**src/design/crtt_pkg.sv**
```systemverilog
package crtt_pkg;

  localparam int unsigned MaxRegions = 16;
  localparam int unsigned RegionIdxW = 4;
  localparam int unsigned MaxTraits  = 8;
  localparam int unsigned TraitIdxW  = 3;
  localparam int unsigned MaxSpecies = 8;
  localparam int unsigned SpeciesW   = 3;
  localparam int unsigned CoordW     = 16;
  localparam int unsigned RadiusW    = 16;
  localparam int unsigned MaskW      = 8;
  localparam int unsigned WidenW     = 10;
  localparam int unsigned MulW       = 26;
  localparam int unsigned ProdW      = 2 * MulW;
  localparam int unsigned DistW      = 34;
  localparam int unsigned CountOutW  = 10;
  localparam int unsigned CfgW       = 10;
  localparam int unsigned CfgIdxW    = 2;

  localparam logic [2:0] OpLoadRegion = 3'd0;
  localparam logic [2:0] OpLoadMask   = 3'd1;
  localparam logic [2:0] OpClear      = 3'd2;
  localparam logic [2:0] OpPosition   = 3'd3;
  localparam logic [2:0] OpRead       = 3'd4;

  localparam logic [CfgIdxW-1:0] CfgRegions = 2'd0;
  localparam logic [CfgIdxW-1:0] CfgTraits  = 2'd1;
  localparam logic [CfgIdxW-1:0] CfgWiden   = 2'd2;

  localparam logic [4:0]        RegionsReset = 5'd1;
  localparam logic [3:0]        TraitsReset  = 4'd8;
  localparam logic [WidenW-1:0] WidenReset   = 10'd307;

  typedef struct packed {
    logic [CoordW-1:0]  cx;
    logic [CoordW-1:0]  cy;
    logic [RadiusW-1:0] radius;
  } region_t;

endpackage

```
**src/design/circle_region_trait_tally_unit.sv**
```systemverilog
// Loads, clears and unknown items: result strobe in the cycle after start, busy stays low.
// Counter read: the count RAM row is read, then registered out in StRead, while busy.
// Position: each region examined passes StSqX, StSqY, StWr, StWSq and StCmp on the
// single shared 26x26 multiplier; a hit adds StUpd; the strobe follows the last state.
// Reset loads config defaults, clears control and all counters at once; region and mask
// tables are not cleared. Results are shown for one cycle and cannot be stalled.
module circle_region_trait_tally_unit
  import crtt_pkg::*;
#(
  parameter int unsigned COUNT_BITS = 10
) (
  input  logic                     clk_i,
  input  logic                     rst_ni,
  input  logic                     cfg_we_i,
  input  logic [CfgIdxW-1:0]       cfg_idx_i,
  input  logic [CfgW-1:0]          cfg_data_i,
  input  logic                     start,
  output logic                     busy,
  input  logic [2:0]               op_i,
  input  logic [RegionIdxW-1:0]    entry_i,
  input  logic signed [CoordW-1:0] pos_x_i,
  input  logic signed [CoordW-1:0] pos_y_i,
  input  logic [RadiusW-1:0]       region_radius_i,
  input  logic [MaskW-1:0]         trait_mask_i,
  input  logic [SpeciesW-1:0]      species_id_i,
  input  logic [TraitIdxW-1:0]     trait_select_i,
  output logic                     result_valid_o,
  output logic                     hit_o,
  output logic [RegionIdxW-1:0]    region_found_o,
  output logic [CountOutW-1:0]     count_value_o
);

  localparam int unsigned RowW = MaxTraits * COUNT_BITS;
  localparam int unsigned RegW = $bits(region_t);

  localparam logic [2:0] StIdle = 3'd0;
  localparam logic [2:0] StRead = 3'd1;
  localparam logic [2:0] StSqX  = 3'd2;
  localparam logic [2:0] StSqY  = 3'd3;
  localparam logic [2:0] StWr   = 3'd4;
  localparam logic [2:0] StWSq  = 3'd5;
  localparam logic [2:0] StCmp  = 3'd6;
  localparam logic [2:0] StUpd  = 3'd7;

  logic [2:0]             state_q, state_d;
  logic [RegionIdxW-1:0]  idx_q, idx_d;
  logic [CoordW-1:0]      px_q, py_q;
  logic [SpeciesW-1:0]    species_q;
  logic [RegionIdxW-1:0]  entry_q;
  logic [TraitIdxW-1:0]   tsel_q;
  logic [ProdW-1:0]       prod_q, prod_d;
  logic [DistW-1:0]       d2_q, d2_d;
  logic                   prod_en;

  logic [4:0]             regions_q;
  logic [3:0]             traits_q;
  logic [WidenW-1:0]      widen_q;
  logic [MaskW-1:0]       masks_q [MaxSpecies];
  logic [MaxRegions-1:0]  row_valid_q;

  logic                   done_q, done_d;
  logic                   hit_q, hit_d;
  logic [RegionIdxW-1:0]  found_q, found_d;
  logic [CountOutW-1:0]   count_q, count_d;

  logic                   accept;
  logic                   mask_we;
  logic                   clear_all;
  logic                   row_set;
  logic [4:0]             nreg;
  logic [3:0]             ntr;
  logic                   last_region;
  logic                   in_circle;

  logic [RegionIdxW-1:0]  reg_addr;
  logic                   reg_we, reg_re;
  region_t                reg_wdata, reg_rdata;
  logic [RegW-1:0]        reg_rdata_raw;

  logic [RegionIdxW-1:0]  cnt_addr;
  logic                   cnt_we, cnt_re;
  logic [RowW-1:0]        cnt_wdata, cnt_rdata;
  logic [COUNT_BITS-1:0]  row_cnt [MaxTraits];
  logic [COUNT_BITS-1:0]  new_cnt [MaxTraits];
  logic [MaskW-1:0]       cur_mask;

  logic [CoordW:0]        dx, dy, dx_neg, dy_neg;
  logic [CoordW-1:0]      abs_dx, abs_dy;
  logic [MulW-1:0]        mul_a, mul_b;

  assign accept = start && !busy;
  assign busy   = (state_q != StIdle);

  assign nreg = (regions_q > 5'(MaxRegions)) ? 5'(MaxRegions) : regions_q;
  assign ntr  = (traits_q > 4'(MaxTraits)) ? 4'(MaxTraits) : traits_q;
  assign last_region = ({1'b0, idx_q} == (nreg - 5'd1));

  assign reg_rdata = region_t'(reg_rdata_raw);

  // Differences are taken to 17 bits; their magnitudes always fit in 16.
  assign dx     = {px_q[CoordW-1], px_q} - {reg_rdata.cx[CoordW-1], reg_rdata.cx};
  assign dy     = {py_q[CoordW-1], py_q} - {reg_rdata.cy[CoordW-1], reg_rdata.cy};
  assign dx_neg = '0 - dx;
  assign dy_neg = '0 - dy;
  assign abs_dx = dx[CoordW] ? dx_neg[CoordW-1:0] : dx[CoordW-1:0];
  assign abs_dy = dy[CoordW] ? dy_neg[CoordW-1:0] : dy[CoordW-1:0];

  assign prod_d = mul_a * mul_b;
  assign in_circle = ({2'b00, d2_q, 16'h0000} < prod_q);

  assign cur_mask = masks_q[species_q];

  always_comb begin
    for (int j = 0; j < MaxTraits; j++) begin
      row_cnt[j] = cnt_rdata[j*COUNT_BITS +: COUNT_BITS];
    end
  end

  always_comb begin
    logic [COUNT_BITS-1:0] base;
    base = '0;
    for (int j = 0; j < MaxTraits; j++) begin
      base = row_valid_q[idx_q] ? row_cnt[j] : '0;
      if (cur_mask[j] && (4'(j) < ntr) && (base != '1)) begin
        new_cnt[j] = base + COUNT_BITS'(1);
      end else begin
        new_cnt[j] = base;
      end
      cnt_wdata[j*COUNT_BITS +: COUNT_BITS] = new_cnt[j];
    end
  end

  always_comb begin
    state_d   = state_q;
    idx_d     = idx_q;
    d2_d      = d2_q;
    prod_en   = 1'b0;
    mul_a     = '0;
    mul_b     = '0;
    done_d    = 1'b0;
    hit_d     = 1'b0;
    found_d   = '0;
    count_d   = '0;
    mask_we   = 1'b0;
    clear_all = 1'b0;
    row_set   = 1'b0;
    reg_addr  = '0;
    reg_we    = 1'b0;
    reg_re    = 1'b0;
    reg_wdata = '{cx: pos_x_i, cy: pos_y_i, radius: region_radius_i};
    cnt_addr  = idx_q;
    cnt_we    = 1'b0;
    cnt_re    = 1'b0;
    case (state_q)
      StIdle: begin
        if (accept) begin
          case (op_i)
            OpLoadRegion: begin
              reg_we   = 1'b1;
              reg_addr = entry_i;
              done_d   = 1'b1;
            end
            OpLoadMask: begin
              mask_we = (entry_i < 4'(MaxSpecies));
              done_d  = 1'b1;
            end
            OpClear: begin
              clear_all = 1'b1;
              done_d    = 1'b1;
            end
            OpPosition: begin
              if (nreg == 5'd0) begin
                done_d = 1'b1;
              end else begin
                reg_re   = 1'b1;
                reg_addr = '0;
                idx_d    = '0;
                state_d  = StSqX;
              end
            end
            OpRead: begin
              cnt_re   = 1'b1;
              cnt_addr = entry_i;
              state_d  = StRead;
            end
            default: begin
              done_d = 1'b1;
            end
          endcase
        end
      end
      StRead: begin
        count_d = row_valid_q[entry_q] ? CountOutW'(row_cnt[tsel_q]) : '0;
        done_d  = 1'b1;
        state_d = StIdle;
      end
      StSqX: begin
        mul_a   = MulW'(abs_dx);
        mul_b   = MulW'(abs_dx);
        prod_en = 1'b1;
        state_d = StSqY;
      end
      StSqY: begin
        mul_a   = MulW'(abs_dy);
        mul_b   = MulW'(abs_dy);
        prod_en = 1'b1;
        d2_d    = DistW'(prod_q[31:0]);
        state_d = StWr;
      end
      StWr: begin
        mul_a   = MulW'(reg_rdata.radius);
        mul_b   = MulW'(widen_q);
        prod_en = 1'b1;
        d2_d    = d2_q + DistW'(prod_q[31:0]);
        state_d = StWSq;
      end
      StWSq: begin
        mul_a   = prod_q[MulW-1:0];
        mul_b   = prod_q[MulW-1:0];
        prod_en = 1'b1;
        state_d = StCmp;
      end
      StCmp: begin
        if (in_circle) begin
          cnt_re   = 1'b1;
          cnt_addr = idx_q;
          state_d  = StUpd;
        end else if (last_region) begin
          done_d  = 1'b1;
          state_d = StIdle;
        end else begin
          idx_d    = idx_q + RegionIdxW'(1);
          reg_re   = 1'b1;
          reg_addr = idx_q + RegionIdxW'(1);
          state_d  = StSqX;
        end
      end
      StUpd: begin
        cnt_we   = 1'b1;
        cnt_addr = idx_q;
        row_set  = 1'b1;
        done_d   = 1'b1;
        hit_d    = 1'b1;
        found_d  = idx_q;
        state_d  = StIdle;
      end
      default: begin
        state_d = StIdle;
      end
    endcase
  end

  always_ff @(posedge clk_i or negedge rst_ni) begin
    if (!rst_ni) begin
      state_q     <= StIdle;
      done_q      <= 1'b0;
      row_valid_q <= '0;
      regions_q   <= RegionsReset;
      traits_q    <= TraitsReset;
      widen_q     <= WidenReset;
    end else begin
      state_q <= state_d;
      done_q  <= done_d;
      if (clear_all) begin
        row_valid_q <= '0;
      end else if (row_set) begin
        row_valid_q[idx_q] <= 1'b1;
      end
      if (cfg_we_i) begin
        case (cfg_idx_i)
          CfgRegions: regions_q <= cfg_data_i[4:0];
          CfgTraits:  traits_q  <= cfg_data_i[3:0];
          CfgWiden:   widen_q   <= cfg_data_i[WidenW-1:0];
          default: begin
          end
        endcase
      end
    end
  end

  always_ff @(posedge clk_i) begin
    idx_q   <= idx_d;
    d2_q    <= d2_d;
    hit_q   <= hit_d;
    found_q <= found_d;
    count_q <= count_d;
    if (prod_en) begin
      prod_q <= prod_d;
    end
    if (accept) begin
      px_q      <= pos_x_i;
      py_q      <= pos_y_i;
      species_q <= species_id_i;
      entry_q   <= entry_i;
      tsel_q    <= trait_select_i;
    end
    if (mask_we) begin
      masks_q[entry_i[SpeciesW-1:0]] <= trait_mask_i;
    end
  end

  crtt_ram #(
    .Width(RegW),
    .Depth(MaxRegions)
  ) u_region_ram (
    .clk_i  (clk_i),
    .addr_i (reg_addr),
    .we_i   (reg_we),
    .wdata_i(reg_wdata),
    .re_i   (reg_re),
    .rdata_o(reg_rdata_raw)
  );

  crtt_ram #(
    .Width(RowW),
    .Depth(MaxRegions)
  ) u_count_ram (
    .clk_i  (clk_i),
    .addr_i (cnt_addr),
    .we_i   (cnt_we),
    .wdata_i(cnt_wdata),
    .re_i   (cnt_re),
    .rdata_o(cnt_rdata)
  );

  assign result_valid_o = done_q;
  assign hit_o          = hit_q;
  assign region_found_o = found_q;
  assign count_value_o  = count_q;

endmodule

```
**src/design/crtt_ram.sv**
```systemverilog
module crtt_ram #(
  parameter int unsigned Width = 8,
  parameter int unsigned Depth = 16
) (
  input  logic                     clk_i,
  input  logic [$clog2(Depth)-1:0] addr_i,
  input  logic                     we_i,
  input  logic [Width-1:0]         wdata_i,
  input  logic                     re_i,
  output logic [Width-1:0]         rdata_o
);

  logic [Width-1:0] mem_q [Depth];
  logic [Width-1:0] rdata_q;

  always_ff @(posedge clk_i) begin
    if (we_i) begin
      mem_q[addr_i] <= wdata_i;
    end
    if (re_i) begin
      rdata_q <= mem_q[addr_i];
    end
  end

  assign rdata_o = rdata_q;

endmodule

```
**config.mk**
```make
export PLATFORM = sky130hd
export DESIGN_NAME = circle_region_trait_tally_unit
export DESIGN_NICKNAME = d
export VERILOG_FILES = /design/src/design/crtt_pkg.sv /design/src/design/circle_region_trait_tally_unit.sv /design/src/design/crtt_ram.sv
export SDC_FILE = /design/constraint.sdc
export NUM_CORES = 2
export LEC_CHECK = 0
export ABC_AREA = 1
export BUFFER_PORTS_ARGS = -buffer_cell sky130_fd_sc_hd__buf_2
export CAP_MARGIN = 15
export CORE_MARGIN = 2
export CORE_UTILIZATION = 50
export CTS_CLUSTER_DIAMETER = 50
export DETAILED_ROUTE_END_ITERATION = 10
export GPL_ROUTABILITY_DRIVEN = 0
export PLACE_DENSITY = 0.65
export SLEW_MARGIN = 30
export SYNTH_ARGS = -nofsm -noshare
export SYNTH_HDL_FRONTEND = slang
export SYNTH_SLANG_ARGS = --single-unit
export TNS_END_PERCENT = 1
```
**constraint.sdc**
```tcl
create_clock -name clk_i -period 17.6 [get_ports clk_i]
set_input_delay 3.52 -clock clk_i [delete_from_list [all_inputs] [get_ports clk_i]]
set_output_delay 3.52 -clock clk_i [all_outputs]
set_load 0.03 [all_outputs]
```
==> flow_summary.yaml <==
setup_path:
  cp-start-kind: "flip-flop"
  path_class: "reg2reg"
  crit_required_ns: 18.29
  critPathSlowestCell: "nand3_2"
  cpPeakStageDelay_ns: 0.71
  endpoint_kind: "flip-flop"
  arrival_ns: 10.39
  crit_top_cell: "nand2_1"
  path_max_fanout: 28
cells_and_area:
  stdcell_area_sq_mm: 0.1383
  final_util: 0.5574
  multi_input_area_sq_mm: 0.04466
  area_delta_synth_final_pct: 11.02
  nFillCells: 20590
  final_layout_size_suffix_gt1_frac: 0.08122
  fin_nets: 12420
  seq_area_sq_mm: 0.07257
synth:
  synth_common_cells: "nand2_1 (3513), edfxtp_1 (2372), inv_1 (1440), a22oi_1 (642), fa_1 (561)"
  synth.distinct_cells: 66
  netlist_top_cells_area: "edfxtp_1 (57%), nand2_1 (11%), fa_1 (9.0%), inv_1 (4.3%), a22oi_1 (3.9%)"
  yosys.cell_count.top_type: "nand2_1"
  ys_seq_area_frac: 0.5824
  ys.warnings.count: 0
  syn_area_per_cell_sq_um: 10.92
  synth_top_area_cell: "edfxtp_1"
  syn-instance-count: 11410
  async_flop_share: 0.01606
  synth_ff_type: "edfxtp_1"
  synth_fp_nets: 12360
  synth_seq_cells: 2429
  synth-edff-count: 2372
  syn_area_sq_mm: 0.1246
  synth_top_area_share: 0.5716
clock_network:
  ctsRootBufferMaster: "clkbuf_16"
  cts_resized: 0
  clock_latency_ns: 0.95
  cts_sinks: 2429
  cts_tree: "done"
  hold_buffers: 0
  post-cts-setup-buffer-count: 0
  cts-buffers-inserted: 289
  clkSlewWorstSetupHoldPaths_ns: 0.06
  cts-htree-levels: 5
  clock_path_buffers: 4
global_routing:
  grt_max_degree: 200
  grt_overflow: 0
  grt_pass1_vias: 84080
  grt_pass1_wl_microns: 519800
  antenna_found_initial: 42
  grtUsageTotal: 0.2722
sta:
  worstMarginPinSlew_ns: 1.067
  hold_viol: 0
  period_minus_slack_ns: 9.702
  fin_crit_sh: 0.5512
  finalSetupViolations: 0
  max_freq_mhz: 103.1
  fin_skew_ns: 0.07264
  relSlewSlack: 0.2886
  rsz0062_at_grt: "no"
  finalSetupTns_ns: 0
  slew_viol_final: 0
routing:
  dr.pass1.iters: 7
  drtIter0Drc: 10240
  drc: 0
  vias: 85530
  postRouteAntennaNets: 0
  routedWlPerCell_microns: 23.15
  drt-total-wl_microns: 347800
  vias_per_cell: 5.693
worst_hold_path:
  hold_path_class: "reg2reg"
power:
  p_sw_mw: 6.307
  ir_drop_v: 0.0001389
  pwr-share-comb: 0.296
  swShare: 0.3447
  p_seq_frac: 0.390
  p_clk_frac: 0.314
  leakage_nw: 57.90
  p_per_area_mw_per_mm2: 132.2
  intPower_mw: 11.99
floorplan:
  die_w_microns: 503.2
  io-pin-count: 102
  initial_core_util: 0.5021
  core_area_sq_mm: 0.2482
  die_area_sq_mm: 0.2532
  placementRows: 183
  die_height_microns: 503.2
place:
  portBuffers: 101
  dp_hpwl_microns: 204900
  placed_area_sq_mm: 0.1288
status:
  status: "finished, final reports clean"
run:
  drv_cap: 0
[worst max-delay path: cells and delay by family, from the launching register on]
family | cells | cell delay, ns
fa+ha+maj | 10 | 4.09
simple gates | 16 | 2.40
compound gates | 3 | 1.10
xor+xnor | 2 | 0.76
buf+inv | 8 | 0.69
flops | 1 | 0.36
[cell usage in the layout (no fill, tap or decap), drive strengths merged, types with 17 or more instances in the layout]
master / count
nand4: 141
clkinv: 104
fa: 561
clkbuf: 343
nor3: 48
buf: 257
diode: 21
clkinvlp: 17
bufinv: 23
nand3: 563
nor2: 426
a21oi: 202
nand2: 3547
dfrtp: 32
edfxtp: 2372
inv: 1506
a31oi: 23
a22oi: 642
dfxtp: 18
xnor2: 56
o22ai: 19
o21ai: 253
ha: 301
xor2: 94
[power by group through the flow]
stage / Combinational (mW) / Clock, mW / Sequential [mW]
after CTS: 5.34 / 5.81 / 7.13
after global routing: 5.99 / 6.05 / 7.14
after floorplan: 3.72 / 0 / 7.14
after global placement: 5.20 / 0 / 7.25
final: 5.42 / 5.75 / 7.13
after detailed placement: 5.31 / 0 / 7.25
[metrics by stage]
| step | hold WS (ns) | std cells | total power, mW | setup slack [ns] |
|---|---|---|---|---|
| CTS | 0.4341 | 15000 | 18.29 | 7.980 |
| finish | 0.4302 | 15020 | 18.29 | 7.898 |
| global route | 0.4662 | 15020 | 19.19 | 7.401 |
| floorplan | 0.4119 | 11410 | 10.86 | 7.073 |
| detailed placement | 0.4248 | 14500 | 12.56 | 8.027 |
| global placement | 0.4201 | 14490 | 12.45 | 8.111 |
[final cells by class]
cell class              count  share of cell area
multi-input cells        6993              0.3228
well taps                3330             0.03012
repair buffers            257             0.01536
flip-flops and latches   2429              0.5246
clock buffers             343             0.05473
clock inverters           148             0.01106
diodes                     21           0.0003799
inverters                1502             0.04093
[logic make-up after synthesis]
kind of cell	after synthesis	share of synthesized area
simple gates	4771	0.1571
fa+ha+maj	862	0.1203
mux	5	0.0004518
flops	2429	0.5824
xor+xnor	150	0.01078
buf+inv	1990	0.06545
compound gates	1205	0.06343
[flip-flops by register name, indices dropped and copies added (netlist names), named ones only]
register	flops
u_count_ram.mem_q	1280
tsel_q	3
prod_q	52
u_count_ram.rdata_o	80
py_q	16
entry_q	4
d2_q	34
masks_q	64
result_valid_o	1
row_valid_q	16
px_q	16
widen_q	10
count_value_o	10
region_found_o	4
traits_q	4
idx_q	4
u_region_ram.rdata_o	48
species_q	3
hit_o	1
regions_q	5
u_region_ram.mem_q	768
state_q	3
[final timing paths]
| kind | from | endpoint | slack (ns) | cells after the start |
|---|---|---|---|---|
| min in group asynchronous | rst_ni | row_valid_q[7]$_DFFE_PN0P_ | 2.62 | 1 |
| max reg2reg | py_q[0]$_DFFE_PP_ | prod_q[27]$_DFFE_PN_ | 7.90 | 39 |
| max in group asynchronous | rst_ni | state_q[0]$_DFFE_PN0P_ | 14.55 | 1 |
| max | py_q[0]$_DFFE_PP_ | prod_q[27]$_DFFE_PN_ | 7.90 | 39 |
| min | species_q[0]$_DFFE_PP_ | flip-flop | 0.43 | 2 |
| min reg2reg | species_q[0]$_DFFE_PP_ | flip-flop | 0.43 | 2 |
[metal layers]
| metal | up-vias | GRT usage | routed length, microns | part of all wire |
|---|---|---|---|---|
| li1 | 38360 | - | - | - |
| met1 | 42360 | 0.3778 | 141200 | 0.41 |
| met2 | 4076 | 0.4261 | 159700 | 0.46 |
| met3 | 700 | 0.04912 | 32220 | 0.093 |
| met4 | 34 | 0.1099 | 14490 | 0.042 |
| met5 | - | 0 | 210 | 0.00060 |
(Power assumes the default switching activity.)
